--- src/rtl/core/tld_pkg.sv ---
`timescale 1ns / 1ps
package tld_pkg;

   localparam int LINE_DEPTH = 32;
   localparam int IDX_W = $clog2(LINE_DEPTH);
   localparam int LEN_W = $clog2(LINE_DEPTH + 1);

   localparam logic [7:0] ESC_BYTE = 8'h1B;
   localparam logic [7:0] BS_BYTE = 8'h08;
   localparam logic [7:0] NL_BYTE = 8'h0A;
   localparam logic [7:0] SPACE_BYTE = 8'h20;
   localparam logic [7:0] CTRL_MASK = 8'h1F;

   localparam logic [2:0] KIND_CHAR = 3'd0;
   localparam logic [2:0] KIND_UP = 3'd1;
   localparam logic [2:0] KIND_DOWN = 3'd2;
   localparam logic [2:0] KIND_LEFT = 3'd3;
   localparam logic [2:0] KIND_RIGHT = 3'd4;
   localparam logic [2:0] KIND_DELETE = 3'd5;
   localparam logic [2:0] KIND_HOME = 3'd6;
   localparam logic [2:0] KIND_END = 3'd7;

   localparam logic REG_CANONICAL = 1'b0;
   localparam logic REG_ECHO = 1'b1;

   localparam logic DEST_READER = 1'b0;
   localparam logic DEST_ECHO = 1'b1;

   typedef enum logic [1:0] {
      SRC_SEQ   = 2'd0,
      SRC_LINE  = 2'd1,
      SRC_TAIL  = 2'd2,
      SRC_ERASE = 2'd3
   } src_type;

   typedef struct packed {
      logic    latch;
      logic    idx_clear;
      logic    idx_inc;
      logic    store;
      logic    len_dec;
      logic    len_clear;
      logic    emit;
      logic    dest;
      logic    last;
      src_type src;
   } cmd_type;

   typedef struct packed {
      logic release_key;
      logic canonical;
      logic echo;
      logic kind_zero;
      logic ch_zero;
      logic is_bs;
      logic is_nl;
      logic ctrl;
      logic len_zero;
      logic full;
      logic out_free;
      logic follow_echo;
      logic seq_done;
      logic erase_done;
      logic line_done;
   } status_type;

   function automatic logic [7:0] seq_byte(input logic [2:0] kind, input logic [1:0] pos);
      logic [7:0] code;
      case (kind)
         KIND_UP:     code = "A";
         KIND_DOWN:   code = "B";
         KIND_LEFT:   code = "D";
         KIND_RIGHT:  code = "C";
         KIND_DELETE: code = "3";
         KIND_HOME:   code = "H";
         KIND_END:    code = "F";
         default:     code = 8'h00;
      endcase
      case (pos)
         2'd0:    seq_byte = ESC_BYTE;
         2'd1:    seq_byte = "[";
         2'd2:    seq_byte = code;
         default: seq_byte = "~";
      endcase
   endfunction

   function automatic logic [1:0] seq_last(input logic [2:0] kind);
      if (kind == KIND_DELETE) begin
         seq_last = 2'd3;
      end else begin
         seq_last = 2'd2;
      end
   endfunction

endpackage

--- src/rtl/core/tld_csr.sv ---
`timescale 1ns / 1ps
module tld_csr (
   input  logic        clock,
   input  logic        reset,
   input  logic        psel,
   input  logic        penable,
   input  logic        pwrite,
   input  logic [2:0]  paddr,
   input  logic [31:0] pwdata,
   output logic [31:0] prdata,
   output logic        pready,
   output logic        canonical,
   output logic        echo
);
   import tld_pkg::*;

   logic canonical_ff;
   logic canonical_in;
   logic echo_ff;
   logic echo_in;
   logic wr_en;

   assign wr_en = psel & penable & pwrite;

   always_comb begin
      canonical_in = canonical_ff;
      echo_in = echo_ff;
      if (wr_en && paddr[2] == REG_CANONICAL) begin
         canonical_in = pwdata[0];
      end
      if (wr_en && paddr[2] == REG_ECHO) begin
         echo_in = pwdata[0];
      end
   end

   always_ff @(posedge clock) begin
      if (reset) begin
         canonical_ff <= 1'b1;
         echo_ff <= 1'b1;
      end else begin
         canonical_ff <= canonical_in;
         echo_ff <= echo_in;
      end
   end

   assign prdata = {31'd0, (paddr[2] == REG_ECHO) ? echo_ff : canonical_ff};
   assign pready = 1'b1;
   assign canonical = canonical_ff;
   assign echo = echo_ff;
endmodule

--- src/rtl/core/tld_datapath.sv ---
`timescale 1ns / 1ps
module tld_datapath (
   input  logic                clock,
   input  logic                reset,
   input  logic                canonical,
   input  logic                echo,
   input  logic [2:0]          req_key_kind,
   input  logic [7:0]          req_char_code,
   input  logic                req_ctrl_held,
   input  logic                req_is_release,
   input  tld_pkg::cmd_type    cmd,
   output tld_pkg::status_type stat,
   output logic                rsp_valid,
   input  logic                rsp_ready,
   output logic                rsp_destination,
   output logic [7:0]          rsp_out_byte,
   output logic                rsp_last_of_run
);
   import tld_pkg::*;

   logic [2:0]       kind_ff;
   logic [7:0]       ch_ff;
   logic             ctrl_ff;
   logic             release_ff;
   logic [LEN_W-1:0] idx_ff;
   logic [LEN_W-1:0] idx_in;
   logic [LEN_W-1:0] len_ff;
   logic [LEN_W-1:0] len_in;
   logic [7:0]       line_mem [LINE_DEPTH];
   logic [7:0]       rd_data_ff;
   logic             out_valid_ff;
   logic             out_valid_in;
   logic             out_dest_ff;
   logic [7:0]       out_byte_ff;
   logic             out_last_ff;
   logic [7:0]       tail_byte;
   logic [7:0]       seq_val;
   logic [7:0]       store_byte;
   logic [7:0]       emit_byte;
   logic             full;
   logic             do_store;

   assign full = (len_ff >= LEN_W'(LINE_DEPTH));
   assign do_store = cmd.store & ~full;
   assign seq_val = seq_byte(kind_ff, idx_ff[1:0]);

   always_comb begin
      if (ch_ff == NL_BYTE) begin
         tail_byte = NL_BYTE;
      end else if (ctrl_ff) begin
         tail_byte = ch_ff & CTRL_MASK;
      end else begin
         tail_byte = ch_ff;
      end
   end

   assign store_byte = (cmd.src == SRC_SEQ) ? seq_val : tail_byte;

   always_comb begin
      case (cmd.src)
         SRC_SEQ:   emit_byte = seq_val;
         SRC_LINE:  emit_byte = rd_data_ff;
         SRC_TAIL:  emit_byte = tail_byte;
         SRC_ERASE: emit_byte = (idx_ff[1:0] == 2'd1) ? SPACE_BYTE : BS_BYTE;
         default:   emit_byte = tail_byte;
      endcase
   end

   always_comb begin
      idx_in = idx_ff;
      if (cmd.idx_clear) begin
         idx_in = '0;
      end else if (cmd.idx_inc) begin
         idx_in = idx_ff + 1'b1;
      end
   end

   always_comb begin
      len_in = len_ff;
      if (cmd.len_clear) begin
         len_in = '0;
      end else if (cmd.len_dec) begin
         len_in = len_ff - 1'b1;
      end else if (do_store) begin
         len_in = len_ff + 1'b1;
      end
   end

   always_comb begin
      out_valid_in = out_valid_ff;
      if (cmd.emit) begin
         out_valid_in = 1'b1;
      end else if (rsp_ready) begin
         out_valid_in = 1'b0;
      end
   end

   always_ff @(posedge clock) begin
      if (reset) begin
         idx_ff <= '0;
         len_ff <= '0;
         out_valid_ff <= 1'b0;
      end else begin
         idx_ff <= idx_in;
         len_ff <= len_in;
         out_valid_ff <= out_valid_in;
      end
   end

   always_ff @(posedge clock) begin
      if (cmd.latch) begin
         kind_ff <= req_key_kind;
         ch_ff <= req_char_code;
         ctrl_ff <= req_ctrl_held;
         release_ff <= req_is_release;
      end
      if (cmd.emit) begin
         out_dest_ff <= cmd.dest;
         out_byte_ff <= emit_byte;
         out_last_ff <= cmd.last;
      end
   end

   // The read address follows the next index so the read data always matches idx_ff.
   always_ff @(posedge clock) begin
      if (do_store) begin
         line_mem[len_ff[IDX_W-1:0]] <= store_byte;
      end
      rd_data_ff <= line_mem[idx_in[IDX_W-1:0]];
   end

   always_comb begin
      stat.release_key = release_ff;
      stat.canonical = canonical;
      stat.echo = echo;
      stat.kind_zero = (kind_ff == KIND_CHAR);
      stat.ch_zero = (ch_ff == 8'h00);
      stat.is_bs = (ch_ff == BS_BYTE);
      stat.is_nl = (ch_ff == NL_BYTE);
      stat.ctrl = ctrl_ff;
      stat.len_zero = (len_ff == '0);
      stat.full = full;
      stat.out_free = ~out_valid_ff | rsp_ready;
      stat.follow_echo = echo & (canonical ? (ch_ff == NL_BYTE) : ~ctrl_ff);
      stat.seq_done = (idx_ff[1:0] == seq_last(kind_ff));
      stat.erase_done = (idx_ff[1:0] == 2'd2);
      stat.line_done = ((idx_ff + 1'b1) == len_ff);
   end

   assign rsp_valid = out_valid_ff;
   assign rsp_destination = out_dest_ff;
   assign rsp_out_byte = out_byte_ff;
   assign rsp_last_of_run = out_last_ff;
endmodule

--- src/rtl/core/tld_ctrl.sv ---
`timescale 1ns / 1ps
module tld_ctrl (
   input  logic                clock,
   input  logic                reset,
   input  logic                req_valid,
   output logic                req_ready,
   input  tld_pkg::status_type stat,
   output tld_pkg::cmd_type    cmd
);
   import tld_pkg::*;

   typedef enum logic [6:0] {
      ST_IDLE   = 7'b0000001,
      ST_DECODE = 7'b0000010,
      ST_SEQ    = 7'b0000100,
      ST_ERASE  = 7'b0001000,
      ST_LINE   = 7'b0010000,
      ST_READER = 7'b0100000,
      ST_ECHO   = 7'b1000000
   } state_type;

   state_type state_ff;
   state_type state_in;

   always_comb begin
      state_in = state_ff;
      cmd = '0;
      cmd.src = SRC_TAIL;
      case (state_ff)
         ST_IDLE: begin
            if (req_valid) begin
               cmd.latch = 1'b1;
               cmd.idx_clear = 1'b1;
               state_in = ST_DECODE;
            end
         end
         ST_DECODE: begin
            state_in = ST_IDLE;
            if (stat.release_key) begin
               state_in = ST_IDLE;
            end else if (!stat.kind_zero) begin
               state_in = ST_SEQ;
            end else if (stat.ch_zero) begin
               state_in = ST_IDLE;
            end else if (!stat.canonical) begin
               state_in = ST_READER;
            end else if (stat.is_bs) begin
               if (!stat.len_zero) begin
                  cmd.len_dec = 1'b1;
                  if (stat.echo) begin
                     state_in = ST_ERASE;
                  end
               end
            end else if (stat.is_nl) begin
               state_in = stat.len_zero ? ST_READER : ST_LINE;
            end else begin
               cmd.store = 1'b1;
               if (!stat.ctrl && !stat.full && stat.echo) begin
                  state_in = ST_ECHO;
               end
            end
         end
         ST_SEQ: begin
            cmd.src = SRC_SEQ;
            if (stat.canonical) begin
               cmd.store = 1'b1;
               cmd.idx_inc = 1'b1;
               if (stat.seq_done) begin
                  state_in = ST_IDLE;
               end
            end else if (stat.out_free) begin
               cmd.emit = 1'b1;
               cmd.dest = DEST_READER;
               cmd.last = stat.seq_done;
               cmd.idx_inc = 1'b1;
               if (stat.seq_done) begin
                  state_in = ST_IDLE;
               end
            end
         end
         ST_ERASE: begin
            cmd.src = SRC_ERASE;
            if (stat.out_free) begin
               cmd.emit = 1'b1;
               cmd.dest = DEST_ECHO;
               cmd.last = stat.erase_done;
               cmd.idx_inc = 1'b1;
               if (stat.erase_done) begin
                  state_in = ST_IDLE;
               end
            end
         end
         ST_LINE: begin
            cmd.src = SRC_LINE;
            if (stat.out_free) begin
               cmd.emit = 1'b1;
               cmd.dest = DEST_READER;
               cmd.idx_inc = 1'b1;
               if (stat.line_done) begin
                  cmd.len_clear = 1'b1;
                  state_in = ST_READER;
               end
            end
         end
         ST_READER: begin
            if (stat.out_free) begin
               cmd.emit = 1'b1;
               cmd.dest = DEST_READER;
               cmd.last = ~stat.follow_echo;
               state_in = stat.follow_echo ? ST_ECHO : ST_IDLE;
            end
         end
         ST_ECHO: begin
            if (stat.out_free) begin
               cmd.emit = 1'b1;
               cmd.dest = DEST_ECHO;
               cmd.last = 1'b1;
               state_in = ST_IDLE;
            end
         end
         default: begin
            state_in = ST_IDLE;
         end
      endcase
   end

   always_ff @(posedge clock) begin
      if (reset) begin
         state_ff <= ST_IDLE;
      end else begin
         state_ff <= state_in;
      end
   end

   assign req_ready = (state_ff == ST_IDLE);
endmodule

--- src/rtl/core/terminal_line_discipline_unit.sv ---
`timescale 1ns / 1ps
// Terminal line discipline. Key events enter on the req_ channel and bytes leave on the
// rsp_ channel, each tagged for the reader queue or for the screen echo, with
// rsp_last_of_run marking the final byte that one request causes.
// The block works on one request at a time: req_ready is high only while it is idle.
// A request is taken in ST_IDLE and then decoded in ST_DECODE; a release or a
// request with no bytes is then done. Result bytes leave one per cycle while the
// receiver keeps rsp_ready high. A newline with echo on a full line of 32 bytes
// yields 34 bytes, and an escape key in canonical mode only adds its sequence to
// the line and emits nothing.
// The single-entry output register limits the rate to one byte per cycle.
// When the receiver stalls, the output register holds its byte and the sequencer waits.
// Reset sets canonical mode and echo, empties the line and drops any pending result.
// The APB-style port holds canonical_mode at address 0 and echo_enable at address 4;
// it should be written only while the block is idle.
module terminal_line_discipline_unit (
   input  logic        clock,
   input  logic        reset,
   input  logic        req_valid,
   output logic        req_ready,
   input  logic [2:0]  req_key_kind,
   input  logic [7:0]  req_char_code,
   input  logic        req_ctrl_held,
   input  logic        req_is_release,
   output logic        rsp_valid,
   input  logic        rsp_ready,
   output logic        rsp_destination,
   output logic [7:0]  rsp_out_byte,
   output logic        rsp_last_of_run,
   input  logic        psel,
   input  logic        penable,
   input  logic        pwrite,
   input  logic [2:0]  paddr,
   input  logic [31:0] pwdata,
   output logic [31:0] prdata,
   output logic        pready
);
   import tld_pkg::*;

   logic       canonical;
   logic       echo;
   cmd_type    ctl_cmd;
   status_type stat;

   tld_csr u_csr (
      .clock     (clock),
      .reset     (reset),
      .psel      (psel),
      .penable   (penable),
      .pwrite    (pwrite),
      .paddr     (paddr),
      .pwdata    (pwdata),
      .prdata    (prdata),
      .pready    (pready),
      .canonical (canonical),
      .echo      (echo)
   );

   tld_ctrl u_ctrl (
      .clock     (clock),
      .reset     (reset),
      .req_valid (req_valid),
      .req_ready (req_ready),
      .stat      (stat),
      .cmd       (ctl_cmd)
   );

   tld_datapath u_datapath (
      .clock           (clock),
      .reset           (reset),
      .canonical       (canonical),
      .echo            (echo),
      .req_key_kind    (req_key_kind),
      .req_char_code   (req_char_code),
      .req_ctrl_held   (req_ctrl_held),
      .req_is_release  (req_is_release),
      .cmd             (ctl_cmd),
      .stat            (stat),
      .rsp_valid       (rsp_valid),
      .rsp_ready       (rsp_ready),
      .rsp_destination (rsp_destination),
      .rsp_out_byte    (rsp_out_byte),
      .rsp_last_of_run (rsp_last_of_run)
   );

`ifndef ASSERT_OFF
   a_emit_into_free_slot: assert property (@(posedge clock) disable iff (reset)
      ctl_cmd.emit |-> stat.out_free)
      else $error("A result was loaded while the output register was still occupied.");

   a_one_request_at_a_time: assert property (@(posedge clock) disable iff (reset)
      (req_valid && req_ready) |=> !req_ready)
      else $error("A second request was taken before the first was decoded.");

   a_no_erase_on_empty_line: assert property (@(posedge clock) disable iff (reset)
      ctl_cmd.len_dec |-> !stat.len_zero)
      else $error("A backspace shortened an empty line.");
`endif
endmodule

--- config.mk ---
export PLATFORM = sky130hd
export DESIGN_NAME = terminal_line_discipline_unit
export DESIGN_NICKNAME = d
export VERILOG_FILES = /design/src/rtl/core/tld_pkg.sv /design/src/rtl/core/tld_csr.sv /design/src/rtl/core/tld_datapath.sv /design/src/rtl/core/tld_ctrl.sv /design/src/rtl/core/terminal_line_discipline_unit.sv
export SDC_FILE = /design/constraint.sdc
export NUM_CORES = 1
export LEC_CHECK = 0
export ABC_AREA = 1
export BUFFER_PORTS_ARGS = -buffer_cell sky130_fd_sc_hd__buf_4
export CORE_MARGIN = 5
export CORE_UTILIZATION = 55
export DETAILED_ROUTE_END_ITERATION = 10
export GPL_TIMING_DRIVEN = 0
export PLACE_DENSITY_LB_ADDON = 0.05
export SLEW_MARGIN = 30
export SYNTH_ARGS = -nofsm -noshare
export SYNTH_HDL_FRONTEND = slang
export SYNTH_HIERARCHICAL = 1
export SYNTH_SLANG_ARGS = --single-unit
--- constraint.sdc ---
create_clock -name clock -period 4.2 [get_ports clock]
set_clock_uncertainty 0.2 [all_clocks]
set_input_delay 0.63 -clock clock [delete_from_list [all_inputs] [get_ports clock]]
set_output_delay 0.63 -clock clock [all_outputs]
set_load 0.02 [all_outputs]
==> key figures, run 1 <==
Finish
  • Area growth syn-to-layout: 14.28%
  • Non-Filler Instances: 2104
  • Filler Cells Inserted: ~2300
  • Most frequent cells in the layout: inv_1 (325), edfxtp_1 (279), nand3_1 (274)
  • Nets: 1775
  • Layout cells sized above 1: 0.1339
  • Ant. Diodes: 0
  • Most common cell after layout, fill and taps aside: inv_1

Logic synthesis
  • Yosys warns: 6
  • Count of cell types in the netlist: 38
  • Gate Count Post-Synth: 1602
  • Post-synth EDFFs: 279
  • Sequential area share after synthesis: 0.5908
  • Post-synth ARST share: 0
  • Synthesized area: 15200 um2
  • Synth Area per Inst: about 9.5 um2
  • Main flop type after synthesis: edfxtp_1
  • Yosys reg bits: 309

Drt
  • Vias: approximately 12000
  • Pre-Repair DR Iteration Count: 6
  • Post-route ant nets: 0
  • Drt drc: 0
  • WL final: roughly 42000 um
  • Initial DRC count: 1255
  • WL/cell: 19.82 um
  • Vias/cell: around 5.5

Hold path
  • Worst min path class: input pin to flop
  • Hold Crit Start: req_is_release

Worst setup path
  • Endpoint type of the worst setup path: flop
  • Max stage delay cell, worst path: nor2_1
  • CP Max Fanout: 8
  • Critical Path Start: u_datapath/kind_ff[0]
  • CP startpoint kind: flop
  • Setup CP Type: flop to flop
  • CP delay by family, top: simple AND/OR/NAND/NOR gates
  • Buf/Inv on CP: 1
  • Critical path data required time: 4.14 ns
  • Worst r2r src: u_datapath/kind_ff[0]
  • CP cell instances: nor3_1 -> nor3b_1 -> nand4_1 -> o21ai_0 -> nand2_1 -> inv_1 -> nand3_1 -> nor2_1
  • Reg2Reg Setup Slack: 0.30 ns
  • CP arrival: 3.84 ns
  • Crit-path max cell delay: 0.88 ns

Clocking
  • Buffer type at the clock tree root: clkbuf_16
  • Hold-fix buffers, CTS: 0
  • Clock latency on the worst-skew pair: approximately 0.52 ns
  • # resized after CTS: 0
  • Post-CTS Setup Bufs: 0
  • Clock-pin slew on the worst setup and hold paths: 0.06 ns
  • CTS H-Tree Depth: 2
  • CTS Buf Count: 35
  • Clock Tree Buf Depth: 3
  • CTS tree: done
  • Sink Count: between 300 and 400

Global routing
  • GRT overflow: 0
  • Vias in the first global route: 10810
  • Total Routing Usage GR: 0.2660
  • Largest net degree at the start of global routing: 24
  • First-pass GRT wire length: 62600 um
  • Initial antenna violation count: 0

Place
  • RePlAce Congestion: between 0.9 and 1
  • Pre-CTS setup slack: 0.1874 ns
  • Number of port buffers: 34
  • Placed cell count: roughly 2000
  • Hpwl dp: 29950 um

Pwr
  • Peak supply drop: 0.3124 mV
  • Leak: ~7.6 nW
  • Pwr/cell area: 408.8 nW/um2

Timing
  • RSZ-0062 raised after global routing: no
  • Worst rel slew slack: 0.3941
  • Endpoints failing setup: 0
  • Worst slew pin tran: 0.9055 ns
  • TNS Setup: 0 ns
  • FMAX: 0.2564 GHz
  • Final Cycle Share: 0.9285
  • Final WS setup: 0.3004 ns
  • Fin. Hold Viols: 0
  • Max Slew Vio Count: 0
  • Min cycle time layout: 3.900 ns

Floorplanning
  • Row count: 60
  • Core footprint: 27100 um2
  • Die footprint: between 30000 and 40000 um2
  • Initial Util: 0.5608
  • Total I/O pin count: 100
  • Die Height: approximately 180 um
  • Chip width: 176.2 um

Job
  • Max-Cap Viols: 0

Status
  • Status: finished clean
[path summary, 6_finish.rpt]
check,endpoint,depth (start not counted)
setup reg to reg,u_datapath/line_mem[31][1],8
setup / recovery,u_datapath/line_mem[31][1],8
hold reg to reg,u_csr/echo,2
hold / removal,u_datapath/release_ff,1
[stage by stage]
| stage | power, W | hold WS [ns] | util | instance area, um2 |
|---|---|---|---|---|
| 2_1_floorplan | 0.004000 | 0.2651 | - | 15310 |
| 3_3_place_gp | 0.004286 | 0.3006 | 0.5916 | 16030 |
| 3_5_place_dp | 0.004368 | 0.3103 | 0.6022 | 16320 |
| 4_1_cts | 0.007137 | 0.09537 | 0.6407 | 17360 |
| 5_1_grt | 0.007343 | 0.09525 | 0.6409 | 17370 |
| 6_report | 0.007101 | 0.1068 | 0.6409 | 17370 |
[synth_stat cells, types with 15 or more instances]
| library cell | count | area [um2] |
|---|---|---|
| nand2_1 | 248 | 930.9 |
| dfxtp_1 | 30 | 600.6 |
| nand4_1 | 134 | 838.3 |
| a21oi_1 | 16 | 80.08 |
| edfxtp_1 | 279 | 8378 |
| o21ai_0 | 26 | 130.1 |
| inv_1 | 325 | 1220 |
| clkbuf_1 | 15 | 56.30 |
| buf_4 | 46 | 345.3 |
| buf_2 | 44 | 220.2 |
| nor2_1 | 70 | 262.8 |
| nand3_1 | 274 | 1371 |
[flip-flops by register name (all words and copies together) (netlist names)]
signal	count
u_datapath/rd_data_ff	8
u_datapath/rsp_valid	1
u_datapath/rsp_out_byte	8
u_ctrl/state_ff	7
u_datapath/rsp_destination	1
u_csr/canonical	1
u_datapath/idx_ff	6
u_datapath/rsp_last_of_run	1
u_datapath/release_ff	1
u_datapath/ctrl_ff	1
u_datapath/line_mem	256
u_datapath/len_ff	6
u_datapath/ch_ff	8
u_datapath/kind_ff	3
u_csr/echo	1
[layer usage]
| layer | wire [um] | global-route usage | part of all wire |
|---|---|---|---|
| met5 | 0 | 0 | 0 |
| met4 | 1349 | 0.08512 | 0.032 |
| met3 | 3980 | 0.04411 | 0.095 |
| met2 | 19170 | 0.4257 | 0.46 |
| met1 | 17190 | 0.3752 | 0.41 |
[area by class of cell]
cell class | instances | area [um2] | area share
Multi-Input combinational cell | 874 | 4410 | 0.2539
Buffer | 120 | 760.7 | 0.04380
Clock inverter | 20 | 135.1 | 0.007780
Sequential cell | 309 | 8979 | 0.5169
Clock buffer | 38 | 908.4 | 0.05230
Inverter | 329 | 1235 | 0.07110
Tap cell | 372 | 465.4 | 0.02680
Timing Repair Buffer | 42 | 475.5 | 0.02737
[power breakdown]
group | leakage [nW] | internal, W | switching [W]
registers | 2.77 | 0.00349 | 0.0000314
clock network | 0.503 | 0.00162 | 0.00116
logic | 4.28 | 0.000222 | 0.000575
[cells by family (layout without fill, tap and decap cells)]
| logic type | Yosys count | count (layout) | share of synthesized area |
|---|---|---|---|
| DFF | 309 | 309 | 0.5908 |
| adders and majority gates | 9 | 9 | 0.007904 |
| AOI/OAI and AO/OA | 56 | 56 | 0.02099 |
| and+or+nand+nor | 771 | 771 | 0.2451 |
| buffers and inverters | 449 | 549 | 0.1313 |
| other | 2 | 32 | 0.0004941 |
| xor gates and xnor gates | 6 | 6 | 0.003458 |
Note: power is estimated with default switching activity, not from simulation.
==> run 2: changes to the inputs <==
--- a/config.mk
+++ b/config.mk
@@ -12,6 +12,7 @@
 export DETAILED_ROUTE_END_ITERATION = 10
 export GPL_TIMING_DRIVEN = 0
 export PLACE_DENSITY_LB_ADDON = 0.05
+export RECOVER_POWER = 25
 export SLEW_MARGIN = 30
 export SYNTH_ARGS = -nofsm -noshare
 export SYNTH_HDL_FRONTEND = slang
==> run 2 against run 1 <==
The run now ends with capacitance limit, slew limit left. Total power down 0.23%. Design area down 0.82%. Cell count unchanged. Via count about the same. Flip-flop and latch count unchanged. First-iteration DRC count up 2.1%. Global-route usage unchanged. Worst hold slack better by 0.023 ns. Non-clock buffer count unchanged. Die area unchanged. Critical path type unchanged. Critical endpoint unchanged. Largest cell class unchanged.
==> key figures, run 2 (synthesis gave the netlist of run 1 again) <==
Worst setup path
  • CP arrival: 3.89 ns (+0.05 ns)
  • Crit-path max cell delay: 0.88 ns (about the same)
  • Max stage delay cell, worst path: nor2_1
  • Critical path data required time: 4.14 ns (about the same)
  • CP Max Fanout: 8 (unchanged)
  • Endpoint type of the worst setup path: flop
  • Buf/Inv on CP: 1 (unchanged)
  • CP cell instances: nor3_1 -> nor3b_1 -> nand4_1 -> o21ai_0 -> nand2_1 -> inv_1 -> nand3_1 -> nor2_1
  • CP startpoint kind: flop
  • Critical Path Start: u_datapath/kind_ff[0]
  • Setup CP Type: flop to flop
  • Worst r2r src: u_datapath/kind_ff[0]
  • CP delay by family, top: simple AND/OR/NAND/NOR gates

Finish
  • Area growth syn-to-layout: 13.34%
  • Ant. Diodes: 0 (unchanged)
  • Post-route design area: 17230 um2 (-0.82%)
  • Largest register FFs: 256 (unchanged)
  • Non-Filler Instances: 2104 (unchanged)
  • Layout cells sized above 1: 0.1155 (-0.01848)
  • Most common cell after layout, fill and taps aside: inv_1
  • Final core utilization: 0.6356 (-0.005263)
  • Filler Cells Inserted: 2290 (+1.5%)
  • Most frequent cells in the layout: inv_1 (326), edfxtp_1 (279), nand3_1 (274)
  • Nets: 1775 (unchanged)

Drt
  • Pre-Repair DR Iteration Count: 6 (unchanged)
  • Vias/cell: 5.520 (about the same)
  • WL/cell: 19.87 um (+0.30%)
  • Drt drc: 0 (unchanged)
  • Vias: 11610 (+0.026%)
  • Initial DRC count: 1281 (+2.1%)
  • WL final: 41820 um (+0.30%)
  • Post-route ant nets: 0 (unchanged)

Clocking
  • Buffer type at the clock tree root: clkbuf_16
  • Clock Tree Buf Depth: 3 (unchanged)
  • Clock latency on the worst-skew pair: 0.52 ns (about the same)
  • Post-CTS Setup Bufs: 0 (unchanged)
  • Sink Count: 309 (unchanged)
  • CTS Buf Count: 35 (unchanged)
  • # resized after CTS: 0 (unchanged)
  • Clock-pin slew on the worst setup and hold paths: 0.06 ns (about the same)
  • CTS tree: done
  • Hold-fix buffers, CTS: 0 (unchanged)
  • CTS H-Tree Depth: 2 (unchanged)

Pwr
  • Leak: 7.479 nW (-1.0%)
  • Pwr/cell area: 411.3 nW/um2 (+0.60%)
  • Peak supply drop: 0.3104 mV (-0.66%)

Floorplanning
  • Chip width: 176.2 um (unchanged)
  • Total I/O pin count: 100 (unchanged)
  • Die Height: 176.2 um (unchanged)
  • Die footprint: 31060 um2 (unchanged)
  • Core footprint: 27100 um2 (unchanged)
  • Row count: 60 (unchanged)
  • Initial Util: 0.5608 (unchanged)

Global routing
  • Total Routing Usage GR: 0.2660 (unchanged)
  • Vias in the first global route: 10810 (unchanged)
  • GRT overflow: 0 (unchanged)
  • First-pass GRT wire length: 62600 um (unchanged)
  • GR Util met1: 0.3752 (unchanged)
  • Met2 usage: 0.4257 (unchanged)
  • Initial antenna violation count: 0 (unchanged)
  • Largest net degree at the start of global routing: 24 (unchanged)
  • Global routing's busiest layer: met2
  • GRT met3 Usage: 0.04411 (unchanged)

Status
  • Failing checks: capacitance limit, slew limit
  • Status: finished, violations left

Job
  • Max-Cap Viols: 3 (+3)

Timing
  • Final Cycle Share: 0.9388 (+0.01031)
  • Max Slew Vio Count: 45 (+45)
  • Worst rel slew slack: -0.09766 (-0.4918)
  • Endpoints failing setup: 0 (unchanged)
  • RSZ-0062 raised after global routing: no
  • FMAX: 0.2536 GHz (-1.1%)
  • TNS Setup: 0 ns (unchanged)
  • Min cycle time layout: 3.943 ns (+0.04329 ns)
  • Fin. Hold Viols: 0 (unchanged)
  • Worst slew pin tran: 1.636 ns (+0.7300 ns)

Place
  • Placed cell area: 16320 um2 (unchanged)
  • RePlAce Congestion: 0.9485 (unchanged)
  • Placed cell count: 2046 (unchanged)
  • Hpwl dp: 29950 um (unchanged)
  • Number of port buffers: 34 (unchanged)

Hold path
  • Hold Crit Start: req_is_release
  • Worst min path class: input pin to flop
[run 2: cell types whose count changed in the layout (fill, tap and decap cells not counted), moves of 3 or more]
cell	before	now
clkbuf_1	17	35
buf_4	80	52
nor2_1	69	75
clkbuf_4	0	13
nand2_1	246	249
nor2_2	11	7
buf_2	44	41
o21ai_1	0	4
o21ai_4	5	1
[run 2: worst register-to-register path, cell delays in order, from the launching register on]
cell and delay, ns:
edfxtp_1 0.48, nor3_1 0.44, nor3b_1 0.40, nand4_1 0.15, o21ai_0 0.18, nand2_1 0.10, inv_1 0.13, nand3_1 0.61
nor2_1 0.88
[run 2: where the power goes]
group          leakage [nW]  internal [W]  switching [W]
combinational          4.20      0.000204       0.000568
sequential             2.77       0.00350      0.0000303
clock                 0.503       0.00162        0.00117
[run 2: through the flow]
step / power (W) / hold WS (ns) / worst slack, ns
floorplan: 0.004000 / 0.2651 / 0.8642
global placement: 0.004286 / 0.3006 / -2.207
CTS: 0.007137 / 0.09537 / 0.1757
global route: 0.007319 / 0.1179 / 0.1036
detailed placement: 0.004368 / 0.3103 / 0.1874
finish: 0.007084 / 0.1301 / 0.2572
[run 2: final timing paths]
kind	to	slack [ns]	depth (start not counted)
setup / recovery	u_datapath/line_mem[31][1]	0.26	8
hold / removal	u_datapath/release_ff	0.13	1
setup reg to reg	u_datapath/line_mem[31][1]	0.26	8
hold reg to reg	u_csr/echo	0.32	2
[run 2: per-layer routing]
layer / part of all wire / up-vias
li1: - / 5525
met4: 0.029 / 0
met2: 0.46 / 560
met5: 0 / -
met3: 0.094 / 90
met1: 0.41 / 5439
[run 2: layout make-up]
type | instances | area [um2] | share of cell area
sequential | 309 | 8979 | 0.5212
clock inverter | 20 | 135.1 | 0.007844
multi-input combinational | 874 | 4328 | 0.2512
buffer | 120 | 753.2 | 0.04372
clock buffer | 38 | 908.4 | 0.05273
tap | 372 | 465.4 | 0.02702
inverter | 329 | 1235 | 0.07169
timing repair buffer | 42 | 422.9 | 0.02455
==> run 3: changes to the inputs <==
--- a/config.mk
+++ b/config.mk
@@ -5,7 +5,6 @@
 export SDC_FILE = /design/constraint.sdc
 export NUM_CORES = 1
 export LEC_CHECK = 0
-export ABC_AREA = 1
 export BUFFER_PORTS_ARGS = -buffer_cell sky130_fd_sc_hd__buf_4
 export CORE_MARGIN = 5
 export CORE_UTILIZATION = 55
==> constraint.sdc (replaced) <==
create_clock -name clock -period 3.55 [get_ports clock]
set_clock_uncertainty 0.2 [all_clocks]
set_input_delay 0.5325 -clock clock [delete_from_list [all_inputs] [get_ports clock]]
set_output_delay 0.5325 -clock clock [all_outputs]
set_load 0.02 [all_outputs]
==> run 3 against run 2 <==
The flow finishes with violations (setup timing). Critical endpoint is now u_datapath/rd_data_ff[0]. Wire length is 3.7% higher. Sequential share of layout area is 2.0 points lower. Combinational power grew to 2.9 times the previous value. Worst hold slack worse by 0.059 ns. Global-route usage is 0.59 points higher.
==> key figures, run 3 <==
Status
  • Status: finished, violations left
  • Failing checks: setup timing

Logic synthesis
  • Post-synth EDFFs: 279 (unchanged)
  • Main flop type after synthesis: edfxtp_1
  • Gate Count Post-Synth: 1309 (-18%)
  • Yosys top cell area share: 0.5527 (+0.001456)
  • Yosys reg bits: 309 (unchanged)
  • Top cells by area, synth: edfxtp_1 (55%), dfxtp_1 (4.0%), mux2i_1 (3.5%)
  • Synthesized area: 15160 um2 (-0.26%)
  • Post-synth ARST share: 0 (unchanged)
  • Area leader, netlist: edfxtp_1
  • Top-count cell post-synth: edfxtp_1
  • Synth top cells by count: edfxtp_1 (279), nor2_1 (127), nand2_1 (94)
  • Synth Area per Inst: 11.58 um2 (+22%)
  • Sequential area share after synthesis: 0.5923 (+0.001560)
  • Yosys warns: 6 (unchanged)
  • Count of cell types in the netlist: 74 (+95%)

Pwr
  • Flop pwr share: 0.446 (-0.052)
  • Overall power: 0.009989 W (+41%)
  • Net Sw Power: 0.002976 W (+68%)
  • Pwr/cell area: 557.4 nW/um2 (+36%)
  • Leak: 6.177 nW (-17%)
  • Combinational power share: 0.225 (+0.116)
  • Sw Share: 0.2979 (+0.04831)
  • Pint: 0.007013 W (+32%)
  • Power share of the clock group: 0.329 (-0.064)
  • Peak supply drop: 0.3694 mV (+19%)

Worst setup path
  • Endpoint type of the worst setup path: flop
  • Reg2Reg Setup Slack: -0.02 ns (-0.28 ns)
  • Critical path data required time: 3.78 ns (-0.36 ns)
  • FF-to-FF End: u_datapath/rd_data_ff[0]
  • CP startpoint kind: flop
  • Setup CP Type: flop to flop
  • CP Max Fanout: 9 (+1)
  • CP arrival: 3.80 ns (-0.09 ns)
  • Worst r2r path cells: 12 (+4)
  • Worst r2r src: u_ctrl/state_ff[4]

Timing
  • Final WS setup: -0.02481 ns (-0.2820 ns)
  • Max Slew Vio Count: 0 (-100%)
  • Worst slew pin tran: 0.7172 ns (-0.9183 ns)
  • Worst Hold Slack: 0.07097 ns (-0.05914 ns)
  • Final Cycle Share: 1.007 (+0.06822)
  • Endpoints failing setup: 1 (+1)
  • FMAX: 0.2797 GHz (+10%)
  • Min cycle time layout: 3.575 ns (-0.3680 ns)
  • Worst rel slew slack: 0.5218 (+0.6195)
  • RSZ-0062 raised after global routing: yes
  • Fin. Hold Viols: 0 (unchanged)

Floorplanning
  • Chip width: 176.0 um (-0.12%)
  • Initial Util: 0.5609 (about the same)
  • Total I/O pin count: 100 (unchanged)
  • Die footprint: 30980 um2 (-0.24%)
  • Core footprint: 27030 um2 (-0.28%)
  • Row count: 60 (unchanged)
  • Die Height: 176.0 um (-0.12%)

Drt
  • Initial DRC count: 1176 (-8.2%)
  • Vias: 11160 (-3.9%)
  • Drt drc: 0 (unchanged)
  • Post-route ant nets: 0 (unchanged)
  • Pre-Repair DR Iteration Count: 6 (unchanged)
  • Vias/cell: 6.210 (+12%)
  • WL final: 43380 um (+3.7%)
  • WL/cell: 24.14 um (+21%)

Job
  • Max-Cap Viols: 0 (-3)

Clocking
  • CTS H-Tree Depth: 2 (unchanged)
  • Clock-pin slew on the worst setup and hold paths: 0.06 ns (about the same)
  • Sink Count: 309 (unchanged)
  • Buffer type at the clock tree root: clkbuf_16
  • Clock Tree Buf Depth: 3 (unchanged)
  • CTS Buf Count: 34 (-2.9%)
  • Clock latency on the worst-skew pair: 0.52 ns (about the same)
  • CTS tree: done

Place
  • Number of port buffers: 34 (unchanged)
  • RePlAce Congestion: 0.9743 (+2.7%)
  • Hpwl dp: 30250 um (+1.0%)

Finish
  • Most common cell after layout, fill and taps aside: edfxtp_1
  • Nets: 1494 (-16%)
  • Largest register FFs: 256 (unchanged)
  • Most frequent cells in the layout: edfxtp_1 (279), nor2_1 (92), nand2_1 (92)
  • Area growth syn-to-layout: 18.23%
  • Layout cells sized above 1: 0.1986 (+0.08315)

Global routing
  • Largest net degree at the start of global routing: 33 (+38%)
  • Initial antenna violation count: 0 (unchanged)
  • First-pass GRT wire length: 63870 um (+2.0%)
  • GRT overflow: 0 (unchanged)
  • Total Routing Usage GR: 0.2719 (+0.005902)
  • Vias in the first global route: 10580 (-2.1%)

Hold path
  • Hold Path End: u_ctrl/state_ff[3]
  • Worst min path class: input pin to flop
  • Hold path cells: 2 (+1)
  • Hold Crit Start: reset
## run 3: cell count changes after synthesis, moves of 19 or more
cell / delta
mux2i_1: +53
a211oi_1: +19
nor2_1: +57
nand3_1: -227
nor3_1: +24
o21ai_0: +54
clkbuf_1: +20
nand2b_1: +26
nand4_1: -119
a31oi_1: +28
inv_1: -307
nand2_1: -154
o22ai_1: +35
## run 3: cells by family after synthesis
kind of cell | count (synthesis) | synth area share
flip-flops | 309 | 0.5923
XOR/XNOR | 26 | 0.01552
AO/OA/AOI/OAI | 305 | 0.1347
buffers and inverters | 155 | 0.05728
AND/OR/NAND/NOR | 442 | 0.1459
adder cells (fa/ha/maj) | 9 | 0.007924
other | 2 | 0.0004954
multiplexers | 61 | 0.04589
## run 3: through the flow
stage / worst slack (ns) / util / setup TNS (ns) / std cells / instance area (um2)
floorplan: -0.02193 / - / -2.106 / 1339 / 15270
finish: -0.02481 / 0.6631 / -0.02481 / 1797 / 17920
global route: -0.01672 / 0.6630 / -0.03315 / 1796 / 17920
global placement: -3.112 / 0.5903 / -638.60 / 1714 / 15950
CTS: 0.008392 / 0.6563 / 0 / 1795 / 17740
detailed placement: -0.6241 / 0.5997 / -134.01 / 1722 / 16210
## run 3: cell type report
type	instances	area (um2)
flip-flops and latches	309	8979
well taps	341	426.7
inverters	21	80.08
clock buffers	44	919.6
multi-input cells	875	6012
diodes	1	2.502
clock inverters	17	126.4
fillers	2071	9105
plain buffers	131	817.0
repair buffers	58	558.0
## run 3: worst max path at each step
stage | startpoint | to | cells past startpoint
after global routing | u_ctrl/state_ff[2] | u_datapath/rd_data_ff[0] | 14
after CTS | u_datapath/kind_ff[0] | u_datapath/len_ff[5] | 13
after global placement | u_ctrl/state_ff[6] | u_datapath/line_mem[6][2] | 8
final | u_ctrl/state_ff[4] | u_datapath/rd_data_ff[0] | 12
after detailed placement | u_datapath/kind_ff[0] | u_datapath/line_mem[25][3] | 9
after floorplan | u_ctrl/state_ff[6] | u_datapath/line_mem[0][1] | 8
## run 3: timing repair
| item | CTS | global route |
|---|---|---|
| hold endpoints to repair | 13 | 0 |
| hold buffers | 13 | 0 |
| gates resized for setup | 99 | 57 |
| buffers inserted | 0 | 3 |
| pin swaps | 0 | 6 |
| endpoints found under the setup margin | 326 | 324 |
## run 3: power by group through the flow
| stage | registers, W | clock network, W | logic (W) |
|---|---|---|---|
| after floorplan | 0.00450 | 0 | 0.00125 |
| after global routing | 0.00446 | 0.00350 | 0.00238 |
| after detailed placement | 0.00451 | 0 | 0.00212 |
| after global placement | 0.00457 | 0 | 0.00193 |
| after CTS | 0.00444 | 0.00333 | 0.00217 |
| final | 0.00445 | 0.00329 | 0.00225 |
## run 3: routing by layer
layer	track usage	part of all wire	vias up
met2	0.4307	0.47	554
met4	0.1033	0.037	0
li1	-	-	5107
met3	0.06488	0.10	97
met1	0.3678	0.40	5401
met5	0	0	-
## run 3: worst max-delay path, cell delays in order (launching register included)
cell and delay [ns]:
dfxtp_1 0.30, buf_2 0.16, or4_4 0.55, nor2_2 0.19, and3_2 0.31, nor2b_1 0.08
buf_6 0.14, or2_1 0.25, buf_6 0.15, o22a_1 0.24, a31oi_1 0.36, o21ai_1 0.29
a32oi_1 0.27
